**config.mk**
```make
export PLATFORM = sky130hd
export DESIGN_NAME = irn_cfg_flat
export DESIGN_NICKNAME = d
export VERILOG_FILES = /design/src/rtl/irn_pkg.sv /design/src/rtl/irn_if.sv /design/src/rtl/irn_cfg.sv /design/src/flat_wrapper.sv
export SDC_FILE = /design/constraint.sdc
export NUM_CORES = 1
export LEC_CHECK = 0
export ABC_CLOCK_PERIOD_IN_PS = 2600
export BUFFER_PORTS_ARGS = -buffer_cell sky130_fd_sc_hd__buf_2
export CORE_MARGIN = 2
export CORE_UTILIZATION = 52
export CTS_CLUSTER_SIZE = 20
export DETAILED_ROUTE_END_ITERATION = 8
export PLACE_DENSITY = 0.94
export SLEW_MARGIN = 0
export SYNTH_ARGS = -nofsm -noshare
export SYNTH_HDL_FRONTEND = slang
export SYNTH_SLANG_ARGS = --single-unit
export TNS_END_PERCENT = 50
```
**constraint.sdc**
```tcl
create_clock -name clk -period 2.6 [get_ports clk]
set_input_delay 0.52 -clock clk [delete_from_list [all_inputs] [get_ports clk]]
set_output_delay 0.52 -clock clk [all_outputs]
set_load 0.1 [all_outputs]
```
**src/rtl/irn_pkg.sv**
```systemverilog
package irn_pkg;

  // fixed field widths
  localparam int POS_W      = 8;
  localparam int PIX_W      = 24;
  localparam int DIM_W      = 9;
  localparam int COEF_W     = 16;
  localparam int CFG_IDX_W  = 8;
  localparam int CFG_DATA_W = 16;

  // defaults for the top level parameters
  localparam int DEF_MAX_WIDTH      = 256;
  localparam int DEF_MAX_HEIGHT     = 256;
  localparam int DEF_COEF_FRAC_BITS = 14;

  // frame size after reset
  localparam int DIM_RESET = 256;

  // beat opcode
  typedef enum logic {
    CMD_STORE = 1'b0,
    CMD_FETCH = 1'b1
  } cmd_t;

  // configuration register indexes
  typedef enum logic [CFG_IDX_W-1:0] {
    REG_WIDTH  = 8'd0,
    REG_HEIGHT = 8'd1,
    REG_COS    = 8'd2,
    REG_SIN    = 8'd3
  } cfg_reg_t;

  // live configuration, dimensions already clamped
  typedef struct packed {
    logic [DIM_W-1:0]  width;
    logic [DIM_W-1:0]  height;
    logic [COEF_W-1:0] cos_v;
    logic [COEF_W-1:0] sin_v;
  } cfg_t;

  // memory access issued by the mapping pipeline
  typedef struct packed {
    logic valid;
    logic write;
    logic read;
    logic fetch;
    logic in_frame;
  } req_t;

  // zero counts as one, anything above the frame limit saturates
  function automatic logic [DIM_W-1:0] eff_dim(logic [DIM_W-1:0] v, int unsigned maxv);
    logic [DIM_W-1:0] res;
    res = v;
    if (v == '0) begin
      res = DIM_W'(1);
    end else if (32'(v) > maxv) begin
      res = DIM_W'(maxv);
    end
    return res;
  endfunction

endpackage

```
**src/rtl/irn_if.sv**
```systemverilog


// register write channel
interface irn_cfg_if import irn_pkg::*; ();
  logic                  valid;
  logic                  ready;
  logic [CFG_IDX_W-1:0]  index;
  logic [CFG_DATA_W-1:0] data;

  modport source (output valid, index, data, input ready);
  modport sink (input valid, index, data, output ready);
endinterface

```
**src/rtl/irn_cfg.sv**
```systemverilog
module irn_cfg import irn_pkg::*; #(
  parameter int MAX_WIDTH      = DEF_MAX_WIDTH,
  parameter int MAX_HEIGHT     = DEF_MAX_HEIGHT,
  parameter int COEF_FRAC_BITS = DEF_COEF_FRAC_BITS
) (
  input  logic      clk,
  input  logic      rst_n,
  irn_cfg_if.sink   cfg_bus,
  output cfg_t      cfg
);

  // unit cosine, saturated to the signed coefficient range
  localparam int COS_ONE_I = (COEF_FRAC_BITS >= COEF_W - 1) ?
                             ((1 << (COEF_W - 1)) - 1) : (1 << COEF_FRAC_BITS);
  localparam logic [COEF_W-1:0] COS_RESET = COEF_W'(COS_ONE_I);

  cfg_t cfg_r;
  cfg_t cfg_nxt;

  assign cfg_bus.ready = 1'b1;
  assign cfg           = cfg_r;

  // decode a register write, clamp dimensions on the way in
  always_comb begin
    cfg_nxt = cfg_r;
    if (cfg_bus.valid) begin
      case (cfg_bus.index)
        REG_WIDTH:  cfg_nxt.width  = eff_dim(cfg_bus.data[DIM_W-1:0], MAX_WIDTH);
        REG_HEIGHT: cfg_nxt.height = eff_dim(cfg_bus.data[DIM_W-1:0], MAX_HEIGHT);
        REG_COS:    cfg_nxt.cos_v  = cfg_bus.data[COEF_W-1:0];
        REG_SIN:    cfg_nxt.sin_v  = cfg_bus.data[COEF_W-1:0];
        default:    cfg_nxt = cfg_r;
      endcase
    end
  end

  always_ff @(posedge clk) begin
    if (!rst_n) begin
      cfg_r.width  <= eff_dim(DIM_W'(DIM_RESET), MAX_WIDTH);
      cfg_r.height <= eff_dim(DIM_W'(DIM_RESET), MAX_HEIGHT);
      cfg_r.cos_v  <= COS_RESET;
      cfg_r.sin_v  <= '0;
    end else begin
      cfg_r <= cfg_nxt;
    end
  end

endmodule

```
**src/flat_wrapper.sv**
```systemverilog
// flat-port wrapper written by rule: the top's interface ports become plain ports
module irn_cfg_flat import irn_pkg::*;
#(
  parameter int MAX_WIDTH      = DEF_MAX_WIDTH,
  parameter int MAX_HEIGHT     = DEF_MAX_HEIGHT,
  parameter int COEF_FRAC_BITS = DEF_COEF_FRAC_BITS
)
  (clk, rst_n, cfg, cfg_bus_valid, cfg_bus_index, cfg_bus_data, cfg_bus_ready);
  irn_cfg_if cfg_bus_i ();
  input  logic clk;
  input  logic rst_n;
  output cfg_t cfg;
  input wire logic [$bits(cfg_bus_i.valid)-1:0] cfg_bus_valid;
  input wire logic [$bits(cfg_bus_i.index)-1:0] cfg_bus_index;
  input wire logic [$bits(cfg_bus_i.data)-1:0] cfg_bus_data;
  output wire logic [$bits(cfg_bus_i.ready)-1:0] cfg_bus_ready;
  assign cfg_bus_i.valid = cfg_bus_valid;
  assign cfg_bus_i.index = cfg_bus_index;
  assign cfg_bus_i.data = cfg_bus_data;
  assign cfg_bus_ready = cfg_bus_i.ready;
  irn_cfg #(.MAX_WIDTH(MAX_WIDTH), .MAX_HEIGHT(MAX_HEIGHT), .COEF_FRAC_BITS(COEF_FRAC_BITS)) u_core (.clk(clk), .rst_n(rst_n), .cfg_bus(cfg_bus_i), .cfg(cfg));
endmodule
```
* Word level (Yosys, flattened, before mapping)
Index checks and enable logic that the tools add are counted.
** Storage, ports and cells
- Logic and storage cells :: 16
- Output and inout port bits :: 51
- Flip-flop bits (word level) :: 50
- Bits of input ports :: 27
** Operators by class
- Reduce and logical (&&, ||, !) cells :: 6
- Multiplexer cells :: 2
- Eq/ne operators :: 3
- Magnitude comparators :: 1
** Operator list (number)
- 2-to-1 mux 9 bit :: 2
- equality test 8 x 2 -> 1 bit, second input constant :: 2
- > comparator 9 bit, second input constant :: 1
- logical NOT 9 bit :: 1
- equality test 8 x 1 -> 1 bit, second input constant :: 1
- logical NOT 8 bit :: 1
- AND reduction 2 bit :: 4

* Depth between registers and ports, before layout
- Depth after elaboration :: 3
- Mapped depth :: 5

* Worst setup path after synthesis
Ideal clock, no wire load.
- Kind :: input port to flip-flop
- Start :: input cfg_bus_index[0]
- End :: register u_core.cfg_r (netlist bit u_core.cfg[42])
- Data required time :: 2528 ps
- Stages :: 3
- Path buffers :: 0
- Path slack :: 863 ps
- Data arrival time :: 1665 ps
- Cell sequence :: or4b_1 nor3_4 mux2i_1
** On the way
- Cells in the longest elaborated chain, start to end :: 2
** Ends and longest elaborated chain
- from (decl) :: line flat_wrapper.sv:14 : input wire logic [$bits(cfg_bus_i.index)-1:0] cfg_bus_index;
- logical NOT 8 bit :: line irn_cfg.sv:27 : case (cfg_bus.index)
- AND reduction 2 bit (no source line)
- to (signal assigned) :: line irn_cfg.sv:44 : cfg_r <= cfg_nxt;
- to (decl) :: line irn_cfg.sv:17 : cfg_t cfg_r;
Every way passes these cells.
A chain may end at the register's enable or synchronous reset.

* Worst setup path after layout
- Start :: input cfg_bus_index[3]
- End :: register u_core.cfg_r (netlist bit u_core.cfg[46])
The elaborated chain is that of the path after synthesis.

==> flow_summary.ini <==
[clocking]
clk_latency_ns = 0.29
cts_hold_buf = 0
cts-root-buf = clkbuf_8
cts_sinks = 50
cts.htree.levels = 2
cts_tree = yes
post_cts_buffers = 0
cts_resized = 0
clk_path_buf_depth = 2
numCtsBuffers = 5
cts.clk_slew.worst_paths_ns = 0.08

[floorplan]
core_mm2 = 0.00374
dieHeight_um = 67.0
std_cell_rows = 22
fp.dieW_um = 67.0
io-pin-count = 78
die-area_mm2 = 0.00448
start_util = 0.551

[run_status]
status = completed

[timing]
timing.final.hold_violations = 0
tns_ns = 0
rsz0062_at_grt = false
finalMaxSlewViolations = 0
worstMarginPinSlew_ns = 0.654
fin_crit_ns = 1.70
fin_crit_sh = 0.654
holdWs_ns = 0.458
skew_ns = 0
setup_viol = 0
max_freq_mhz = 588
slew-limit-headroom = 0.558

[worst_setup_path]
cp.required_ns = 2.82
worstPathArrival_ns = 1.92
crit_start = cfg_bus_index[3]
worstSetupStartpointType = primary input
crit_type = primary input to flop
path_max_fanout = 8
r2r_start = u_core.cfg[32]$_SDFFE_PN0P_
end_kind = flop

[drt]
drc = 0
wl_per_cell_um = 13.6
drt-total-wl_um = 4440
dr.pass1.iters = 4
first_iter_violations = 71
ant_nets = 0
dr_total_vias = 1678
via_per_inst = 5.13

[synth]
synth-simple-area-share = 0.221
syn_nets = 232
synthMuxAreaShare = 0.233
synth.distinct_cells = 31
ys_seq_area_frac = 0.485
synth_common_cells = 62 x nand2_1, 50 x dfxtp_1, 48 x mux2i_1
synth_compound_area_frac = 0.0158
synth_top_area_frac = 0.485
yosys.area_share.adder = 0
yosys.cell_count.top_type = nand2_1
async_reset_ff_frac = 0
syn_area_per_cell_um2 = 10.1
synth-seq-cells = 50
yosysTopAreaCell = dfxtp_1
synth_area_leaders = dfxtp_1 49%, mux2i_1 23%, nand2_1 11%
synth_edf_count = 0
synth_xor_area_frac = 0
yosys_warnings = 0
synthCells = 205
synth_ff_type = dfxtp_1
syn-cell-area_mm2 = 0.00206
synth_top_family_by_area = multiplexers

[pwr]
p_sw_mw = 0.285
power_frac_seq = 0.596
clkPwrFrac = 0.333
powerDensity_mw_per_mm2 = 505
leakage_nw = 1.28
total_power_mw = 1.29
vdd_drop_max_v = 0.000284
p_comb_frac = 0.071
sw_frac_of_total = 0.222
intPower_mw = 1.00

[place]
portBuffers = 76
place_congestion = 0.898
hpwl_um = 3350

[cells_and_area]
seq_area_mm2 = 0.00100
multiInputGateArea_um2 = 972
layout-drive-gt1-share = 0.330
area_growth_syn_to_layout_pct = 23.3
fin_nets = 307
fillers = 339
largest_reg_flops = 50
final_util = 0.679
num_antenna_cells = 0

[grt]
first_global_vias = 1583
grt_pass1_wl_um = 7270
gr-total-overflow = 0
grt_usage = 0.215
antenna_found_initial = 0
grt_start_max_net_pins = 34

[worst_hold_path]
hp-class = flop to flop
min_from = u_core.cfg[5]$_SDFFE_PN0P_

[job]
drv_cap = 0
[layer usage]
layer / vias up / routed length [µm] / global-route usage / share of wire
li1: 841 / - / - / -
met4: 0 / 27 / 0.0663 / 0.0061
met2: 47 / 2150 / 0.363 / 0.48
met3: 4 / 263 / 0.0625 / 0.059
met1: 786 / 2000 / 0.262 / 0.45
met5: - / 0 / 0 / 0
[power by group through the flow]
stage | clock (mW) | combinational (mW) | sequential (mW)
global route | 0.472 | 0.0981 | 0.766
global placement | 0 | 0.0881 | 0.784
finish | 0.428 | 0.0914 | 0.766
CTS | 0.440 | 0.0907 | 0.766
floorplan | 0 | 0.0493 | 0.790
detailed placement | 0 | 0.0905 | 0.784
[final timing paths]
check	end	slack (ns)	cells after the start
worst max register to register	u_core.cfg[32]$_SDFFE_PN0P_	1.88	3
worst min-delay path	u_core.cfg[5]$_SDFFE_PN0P_	0.46	2
worst max-delay path	u_core.cfg[46]$_SDFFE_PN0P_	0.90	4
worst min register to register	u_core.cfg[5]$_SDFFE_PN0P_	0.46	2
[placed cells by master, fill, tap and decap left out, types with 2 or more instances in the layout]
cell | netlist | final
buf_4 | 3 | 3
nand3_2 | 2 | 2
clkbuf_8 | 2 | 6
nand4_1 | 2 | 2
nand3b_1 | 7 | 7
dfxtp_1 | 50 | 50
nand2_1 | 62 | 62
mux2i_1 | 48 | 48
nor2b_1 | 3 | 3
buf_2 | 1 | 76
[kinds of logic (layout without fill, tap and decap cells)]
group	count (synthesis)	count (layout)
other	1	1
multiplexers	48	48
flip-flops	50	50
AND/OR/NAND/NOR	88	88
buffers and inverters	13	87
AO/OA/AOI/OAI	5	5
[layout make-up]
type,count,share of cell area
Clock buffer,6,0.0325
Inverter,1,0.00148
Multi-Input combinational cell,142,0.382
Sequential cell,50,0.394
Tap cell,48,0.0236
Timing Repair Buffer,80,0.166
[worst max-delay path, stage by stage]
cell and delay (ns):
buf_2 0.12, or4_4 0.55, nor3_4 0.47, mux2i_1 0.26
[through the flow]
stage | setup WS [ns] | cell area [µm²] | instances
2_1_floorplan | 0.863 | 2060 | 205
3_3_place_gp | 0.632 | 2460 | 321
3_5_place_dp | 0.596 | 2460 | 321
4_1_cts | 0.884 | 2540 | 327
5_1_grt | 0.813 | 2540 | 327
6_report | 0.900 | 2540 | 327
Note: power is estimated with default switching activity, not from simulation.
