**config.mk**
```make
export PLATFORM = sky130hd
export DESIGN_NAME = irn_map
export DESIGN_NICKNAME = d
export VERILOG_FILES = /design/src/rtl/irn_pkg.sv /design/src/rtl/irn_map.sv
export SDC_FILE = /design/constraint.sdc
export NUM_CORES = 2
export LEC_CHECK = 0
export BUFFER_PORTS_ARGS = -buffer_cell sky130_fd_sc_hd__buf_2
export CAP_MARGIN = 20
export CORE_MARGIN = 2
export CORE_UTILIZATION = 53
export CTS_CLUSTER_SIZE = 20
export DETAILED_ROUTE_END_ITERATION = 16
export PLACE_DENSITY = 0.72
export SYNTH_ARGS = -nofsm -noshare
export SYNTH_HDL_FRONTEND = slang
export SYNTH_SLANG_ARGS = --single-unit
```
**constraint.sdc**
```tcl
create_clock -name clk -period 11 [get_ports clk]
set_clock_uncertainty 0.15 [all_clocks]
set_input_delay 1.1 -clock clk [delete_from_list [all_inputs] [get_ports clk]]
set_output_delay 1.1 -clock clk [all_outputs]
set_load 0.005 [all_outputs]
```
**src/rtl/irn_pkg.sv**
```systemverilog
package irn_pkg;

  // fixed field widths
  localparam int POS_W      = 8;
  localparam int PIX_W      = 24;
  localparam int DIM_W      = 9;
  localparam int COEF_W     = 16;
  localparam int CFG_IDX_W  = 8;
  localparam int CFG_DATA_W = 16;

  // defaults for the top level parameters
  localparam int DEF_MAX_WIDTH      = 256;
  localparam int DEF_MAX_HEIGHT     = 256;
  localparam int DEF_COEF_FRAC_BITS = 14;

  // frame size after reset
  localparam int DIM_RESET = 256;

  // beat opcode
  typedef enum logic {
    CMD_STORE = 1'b0,
    CMD_FETCH = 1'b1
  } cmd_t;

  // configuration register indexes
  typedef enum logic [CFG_IDX_W-1:0] {
    REG_WIDTH  = 8'd0,
    REG_HEIGHT = 8'd1,
    REG_COS    = 8'd2,
    REG_SIN    = 8'd3
  } cfg_reg_t;

  // live configuration, dimensions already clamped
  typedef struct packed {
    logic [DIM_W-1:0]  width;
    logic [DIM_W-1:0]  height;
    logic [COEF_W-1:0] cos_v;
    logic [COEF_W-1:0] sin_v;
  } cfg_t;

  // memory access issued by the mapping pipeline
  typedef struct packed {
    logic valid;
    logic write;
    logic read;
    logic fetch;
    logic in_frame;
  } req_t;

  // zero counts as one, anything above the frame limit saturates
  function automatic logic [DIM_W-1:0] eff_dim(logic [DIM_W-1:0] v, int unsigned maxv);
    logic [DIM_W-1:0] res;
    res = v;
    if (v == '0) begin
      res = DIM_W'(1);
    end else if (32'(v) > maxv) begin
      res = DIM_W'(maxv);
    end
    return res;
  endfunction

endpackage

```
**src/rtl/irn_map.sv**
```systemverilog
module irn_map import irn_pkg::*; #(
  parameter int MAX_WIDTH      = DEF_MAX_WIDTH,
  parameter int MAX_HEIGHT     = DEF_MAX_HEIGHT,
  parameter int COEF_FRAC_BITS = DEF_COEF_FRAC_BITS,
  localparam int CW            = $clog2(MAX_WIDTH),
  localparam int RH            = $clog2(MAX_HEIGHT),
  localparam int AW            = CW + RH
) (
  input  logic             clk,
  input  logic             rst_n,
  input  logic             en,
  input  logic             in_valid,
  input  logic             in_cmd,
  input  logic [POS_W-1:0] in_px,
  input  logic [POS_W-1:0] in_py,
  input  logic [PIX_W-1:0] in_pix,
  input  cfg_t             cfg,
  output req_t             req,
  output logic [AW-1:0]    req_addr,
  output logic [PIX_W-1:0] req_pix
);

  // half-pixel offset, product and sum widths
  localparam int DX_W  = POS_W + 3;
  localparam int PR_W  = DX_W + COEF_W;
  localparam int BASE  = (PR_W + 1 > DIM_W + 1 + COEF_FRAC_BITS) ?
                         (PR_W + 1) : (DIM_W + 1 + COEF_FRAC_BITS);
  localparam int SUM_W = BASE + 2;
  localparam int QW    = SUM_W - COEF_FRAC_BITS - 1;

  // input register
  logic             a_valid_r;
  logic             a_cmd_r;
  logic [POS_W-1:0] a_px_r;
  logic [POS_W-1:0] a_py_r;
  logic [PIX_W-1:0] a_pix_r;

  // product register
  logic                   b_valid_r;
  logic                   b_cmd_r;
  logic                   b_store_ok_r;
  logic [POS_W-1:0]       b_px_r;
  logic [POS_W-1:0]       b_py_r;
  logic [PIX_W-1:0]       b_pix_r;
  logic signed [PR_W-1:0] b_xc_r;
  logic signed [PR_W-1:0] b_ys_r;
  logic signed [PR_W-1:0] b_xs_r;
  logic signed [PR_W-1:0] b_yc_r;

  // access register
  req_t             c_req_r;
  req_t             c_req_nxt;
  logic [AW-1:0]    c_addr_r;
  logic [AW-1:0]    c_addr_nxt;
  logic [PIX_W-1:0] c_pix_r;

  logic signed [DX_W-1:0]  dx;
  logic signed [DX_W-1:0]  dy;
  logic signed [SUM_W-1:0] w_sh;
  logic signed [SUM_W-1:0] h_sh;
  logic signed [SUM_W-1:0] sx;
  logic signed [SUM_W-1:0] sy;
  logic [QW-1:0]           qx;
  logic [QW-1:0]           qy;
  logic                    in_x;
  logic                    in_y;

  // offsets from the centre in half pixels
  assign dx = $signed({2'b00, a_px_r, 1'b0}) - $signed(DX_W'(cfg.width));
  assign dy = $signed({2'b00, a_py_r, 1'b0}) - $signed(DX_W'(cfg.height));

  // centre back in, then floor and range check
  assign w_sh = SUM_W'(cfg.width) << COEF_FRAC_BITS;
  assign h_sh = SUM_W'(cfg.height) << COEF_FRAC_BITS;
  assign sx   = SUM_W'(b_xc_r) - SUM_W'(b_ys_r) + w_sh;
  assign sy   = SUM_W'(b_xs_r) + SUM_W'(b_yc_r) + h_sh;
  assign qx   = sx[SUM_W-1:COEF_FRAC_BITS+1];
  assign qy   = sy[SUM_W-1:COEF_FRAC_BITS+1];
  assign in_x = !sx[SUM_W-1] && (qx < QW'(cfg.width));
  assign in_y = !sy[SUM_W-1] && (qy < QW'(cfg.height));

  // access decode for the memory stage
  always_comb begin
    c_req_nxt.valid    = b_valid_r;
    c_req_nxt.fetch    = (b_cmd_r == CMD_FETCH);
    c_req_nxt.in_frame = in_x && in_y;
    c_req_nxt.write    = (b_cmd_r == CMD_STORE) && b_store_ok_r;
    c_req_nxt.read     = (b_cmd_r == CMD_FETCH) && in_x && in_y;
    if (b_cmd_r == CMD_FETCH) begin
      c_addr_nxt = {RH'(qy), CW'(qx)};
    end else begin
      c_addr_nxt = {RH'(b_py_r), CW'(b_px_r)};
    end
  end

  // pipeline valids and the access request
  always_ff @(posedge clk) begin
    if (!rst_n) begin
      a_valid_r     <= 1'b0;
      b_valid_r     <= 1'b0;
      c_req_r.valid <= 1'b0;
    end else if (en) begin
      a_valid_r <= in_valid;
      b_valid_r <= a_valid_r;
      c_req_r   <= c_req_nxt;
    end
  end

  // pipeline payload
  always_ff @(posedge clk) begin
    if (en) begin
      a_cmd_r      <= in_cmd;
      a_px_r       <= in_px;
      a_py_r       <= in_py;
      a_pix_r      <= in_pix;
      b_cmd_r      <= a_cmd_r;
      b_px_r       <= a_px_r;
      b_py_r       <= a_py_r;
      b_pix_r      <= a_pix_r;
      b_store_ok_r <= (DIM_W'(a_px_r) < cfg.width) && (DIM_W'(a_py_r) < cfg.height);
      b_xc_r       <= dx * $signed(cfg.cos_v);
      b_ys_r       <= dy * $signed(cfg.sin_v);
      b_xs_r       <= dx * $signed(cfg.sin_v);
      b_yc_r       <= dy * $signed(cfg.cos_v);
      c_addr_r     <= c_addr_nxt;
      c_pix_r      <= b_pix_r;
    end
  end

  assign req      = c_req_r;
  assign req_addr = c_addr_r;
  assign req_pix  = c_pix_r;

endmodule
```
# == Yosys cells after proc, flatten, opt, wreduce, memory -nomap -nowiden ==
# Index checks and enable logic that the tools add are counted.
# totals
inputBits,95
reg_bits,234
output_inout_bits,45
elab_cells,48
# classes
bitwise_logic,1
muxes,1
n_addsub,6
n_lt_le_gt_ge,4
multipliers,4
reduce_logical,10
# ops
cell,n
$mul 10x16->26,4
$add 27x24->28,2
$lt 15x9->1,2
$add 26x26->27,1
$sub 26x26->27,1
$sub 9x9->10,2
$lt 8x9->1,2
$mux 16,1
$logic_and 1x1->1,7
$logic_not 1->1,2
$reduce_and 2->1,1
$not 1->1,1

# == Depth between registers and ports, before layout ==
# logic_depth
word_depth,6
depth_mapped,33

# == Least setup slack after synthesis ==
# Ideal clock, no wire load.
# synth_path
kind,input port to flip-flop
start,input cfg[33] (netlist name)
end,"register, netlist name b_ys_r[25]"
t_arrival_ns,8.018
t_required_ns,10.590
path_stages,31
n_path_buf,1
setup_slack_ns,2.572
setup_time_ns,0.260
cell_sequence,inv_1 -> ha_1 -> nor2b_1 -> o21ai_0 -> a21boi_0 -> o21ai_0 -> a21boi_0 -> o21a_1 -> nor2_1 -> o21bai_1 -> a21o_1 -> clkbuf_1 -> or2_2 -> fa_1 -> fa_1 -> inv_1 -> fa_1 -> fa_1 -> inv_1 -> fa_1 -> inv_1 -> ha_1 -> or4_1 -> o22ai_1 -> o21bai_1 -> o41ai_1 -> a21boi_1 -> a2111oi_0 -> o21bai_1 -> a21oi_1 -> xnor2_1
# synth_via
elab_chain_len,2
# synth_rtl
element,line,rtl
start: declaration,irn_map.sv:17,"input cfg_t cfg,"
$sub 9x9->10,irn_map.sv:70,"assign dy = $signed({2'b00, a_py_r, 1'b0}) - $signed(DX_W'(cfg.height));"
$mul 10x16->26,irn_map.sv:122,b_ys_r <= dy * $signed(cfg.sin_v);
# Every way passes these cells.
# A chain may end at the register's enable or synchronous reset.

# == Final worst setup path ==
# layout_path
start,input cfg[42] (netlist name)
end,register b_xs_r[24] (data pin)
# layout_via
elab_chain_len,2
# layout_rtl
element,line,rtl
$sub 9x9->10,irn_map.sv:69,"assign dx = $signed({2'b00, a_px_r, 1'b0}) - $signed(DX_W'(cfg.width));"
$mul 10x16->26,irn_map.sv:123,b_xs_r <= dx * $signed(cfg.sin_v);
end signal: assignment,irn_map.sv:123,
end: declaration,irn_map.sv:47,logic signed [PR_W-1:0] b_xs_r;
# Every way passes these cells.

==> reports/metrics.csv <==
stage;metric;value;unit
final_layout;ant diodes;0;
routing;post-detailed-routing wire length;78.36;mm
setup_path;reg2reg end;b_xs_r[24];
sta;minimum clock period;8.978;ns
synth;main area contributors after synthesis;fa_1 33%, edfxtp_1 20%, ha_1 13%, inv_1 8.6%, and2_1 4.4%;
job;Max-cap violations;0;
synth;post-synth design cell area;0.03448;mm2
synth;Synthesized Nets;4494;
setup_path;worst setup path class;in2reg;
synth;synth warn;0;
sta;Highest Clock Rate;111.4;MHz
placed_design;buffers added on ports;139;
routing;drt via density;5.319;
placed_design;last weighted congestion value of the routability-driven placer;0.8915;
synth;instance count of the mapped netlist;3451;
routing;Via Count;23330;
sta;Tcrit/Tclk final;0.8162;
final_layout;filler cell count;5584;
cts;buffer levels on the longest clock path;3;
sta;final number of setup-violating endpoints;0;
final_layout;register cell area after layout;0.006997;mm2
sta;worst slew pin tran;0.9263;ns
routing;TritonRoute pass-1 iters;5;
global_routing;wire length of the first global-routing pass;129.9;mm
floorplan;io pins;140;
cts;number of buffers created by CTS;25;
synth;Synth Area per Inst;9.991;um2
floorplan;num rows;93;
global_routing;GRT Util Overall;0.2464;
setup_path;category of the worst setup path capture point;register;
setup_path;cell seen most often among critical-path stages;fa_1;
sta;post-layout worst setup margin;2.022;ns
cts;Worst-path clk slew;0.07;ns
setup_path;Startpoint Class;primary input;
hold_path;Worst Hold Path EP;req_pix[4];
setup_path;worst-path cell with the longest stage delay;fa_1;
final_layout;post-synthesis to final-layout area growth;6.960;%
synth;Synth cell types;60;
sta;worst-case headroom to the max-slew limit;0.3818;
status;result of the run;completed;
floorplan;starting density of the core;0.5358;
setup_path;worst path bufs/invs;6;
cts;Hold Buf Count CTS;0;
final_layout;post-layout net count;4556;
placed_design;placed instance area;0.03602;mm2
cts;Post-CTS Setup Bufs;0;
floorplan;Floorplan Core Area;0.06435;mm2
cts;clock tree from TritonCTS;yes;
hold_path;hold path cells;0;
final_layout;final cell area excluding filler cells;0.03688;mm2
sta;RSZ-0062 raised after global routing;no;
setup_path;critical path fanouts, max;34;
synth;register area share after synthesis;0.2029;
routing;Antenna Nets Post-Route;0;
global_routing;number of antenna violations at the first check in global routing;1;
setup_path;delay of the slowest cell on the worst path;0.49;ns
final_layout;layout cell share with drive strength beyond 1;0.07363;
setup_path;r2r worst-path depth;30;
sta;setup total negative slack;0;ns
synth;biggest area consumer among synthesized cells;fa_1;
sta;final hold violations;0;
global_routing;Overflow after GRT;0;
setup_path;Top Family by Delay on Critical Path;compound AO/OA/AOI/OAI gates;
placed_design;placed wire-length estimate after detailed placement;60.55;mm
cts;maximum level of the CTS H-tree;1;
sta;final-report max-slew violation count;0;
hold_path;worst min-delay path class;reg2reg;
routing;drt first-iter violations;1798;
hold_path;critical hold path startpoint;b_pix_r[4];
setup_path;Worst R2R Start;a_px_r[0];
setup_path;setup slack of the most critical reg-to-reg path;2.35;ns
global_routing;via count of the first global-routing pass;24630;
routing;drt drc;0;
placed_design;pre-CTS WS;1.518;ns
cts;Root Buffer;clkbuf_16;
cts;Resize count post-CTS;0;
synth;asr flop ratio synth;0;
synth;top cell type's share of synthesized area;0.3344;
routing;post-detailed-route wirelength per cell;17.87;um
cts;sinks on the clock net;234;
setup_path;CP arrival;9.16;ns
final_layout;Multi-input gate area;0.02413;mm2
setup_path;required arrival time at the worst endpoint;11.18;ns
setup_path;critical path launch point;cfg[42];
synth;EDFF count, synth;231;
global_routing;largest net degree at the start of global routing;93;
cts;source-to-sink clock delay at the later pin of the worst-skew pair;0.58;ns
synth;synthesized flop and latch total;234;
floorplan;die extent in y;259.1;um
floorplan;die area;0.06711;mm2
synth;flip-flop cell with the highest count after synthesis;edfxtp_1;
floorplan;horizontal die dimension;259.1;um
==> state kept, by name, summed over array words and instances (netlist names) <==
signal / count
a_cmd_r: 1
a_pix_r: 24
a_px_r: 8
a_py_r: 8
a_valid_r: 1
b_cmd_r: 1
b_pix_r: 24
b_px_r: 8
b_py_r: 8
b_store_ok_r: 1
b_valid_r: 1
b_xc_r: 26
b_xs_r: 26
b_yc_r: 26
b_ys_r: 26
req: 5
req_addr: 16
req_pix: 24
==> synth_stat cells (3+ instances only) <==
cell type,number
a21boi_0,11
a211o_1,5
o211ai_1,5
nor2_1,133
clkbuf_1,127
o31ai_1,4
a21o_1,42
a31oi_1,10
fa_1,576
and2_1,244
ha_1,372
nand3b_1,3
o21ai_0,65
dfxtp_1,3
o21bai_1,18
nand2_1,312
a211oi_1,15
o21ba_2,3
a21oi_1,84
inv_1,786
nand4_1,10
nand3_1,14
xnor2_1,103
and3_1,10
or2_2,21
xor2_1,27
mux2_2,16
a2111oi_0,3
nand2b_1,66
nor2b_1,35
or3_1,12
nor3_1,15
edfxtp_1,231
o21a_1,26
mux2i_1,8
==> kinds of logic after synthesis <==
kind of cell / count (synthesis) / synth area share
simple gates: 882 / 0.1271
xor+xnor: 130 / 0.03302
fa+ha+maj: 948 / 0.4694
compound gates: 320 / 0.06060
buf+inv: 913 / 0.09939
flops: 234 / 0.2029
mux: 24 / 0.007548
==> stage by stage <==
stage | std cells | hold slack [ns] | util
3_3_place_gp | 4340 | 0.2507 | 0.5598
3_5_place_dp | 4340 | 0.2552 | 0.5598
6_report | 4386 | 0.2620 | 0.5731
4_1_cts | 4385 | 0.2645 | 0.5727
5_1_grt | 4386 | 0.2700 | 0.5731
2_1_floorplan | 3451 | 0.2503 | -
==> worst max-delay path by stage <==
stage,depth (start not counted),to
after detailed placement,31,b_ys_r[25]
after global routing,31,b_ys_r[25]
after floorplan,31,b_ys_r[25]
after CTS,31,b_ys_r[25]
final,32,b_xs_r[24]
after global placement,32,b_xs_r[24]
==> cells in the final DEF, fill, tap and decap left out, types with 5 or more instances in the layout <==
master	count
a211o_1	5
a211oi_1	15
a21boi_0	11
a21o_1	42
a21oi_1	84
a31oi_1	10
and2_1	244
and3_1	10
buf_2	138
buf_4	22
clkbuf_16	25
edfxtp_1	231
fa_1	576
ha_1	372
inv_1	786
mux2_2	16
mux2i_1	8
nand2_1	312
nand2b_1	66
nand3_1	14
nand4_1	10
nor2_1	127
nor2_2	6
nor2b_1	35
nor3_1	15
o211ai_1	5
o21a_1	26
o21ai_0	65
o21bai_1	18
or2_2	21
or3_1	12
xnor2_1	98
xnor2_2	5
xor2_1	24
==> routing by layer <==
layer	wire length, um	track usage	up-vias
met4	3149	0.08462	2
met1	32810	0.3336	11670
met5	13	0	-
met2	37020	0.4087	764
li1	-	-	10760
met3	5368	0.03408	135
==> layout make-up <==
cell class	count	area share
clock buffers	27	0.01717
clock inverters	18	0.005428
inverters	786	0.08000
multi-input cells	2304	0.6543
flip-flops and latches	234	0.1897
well taps	855	0.02901
repair buffers	162	0.02436
Power is not shown: default switching activity piles up to over one toggle a cycle in this logic, so the estimate is an artifact.
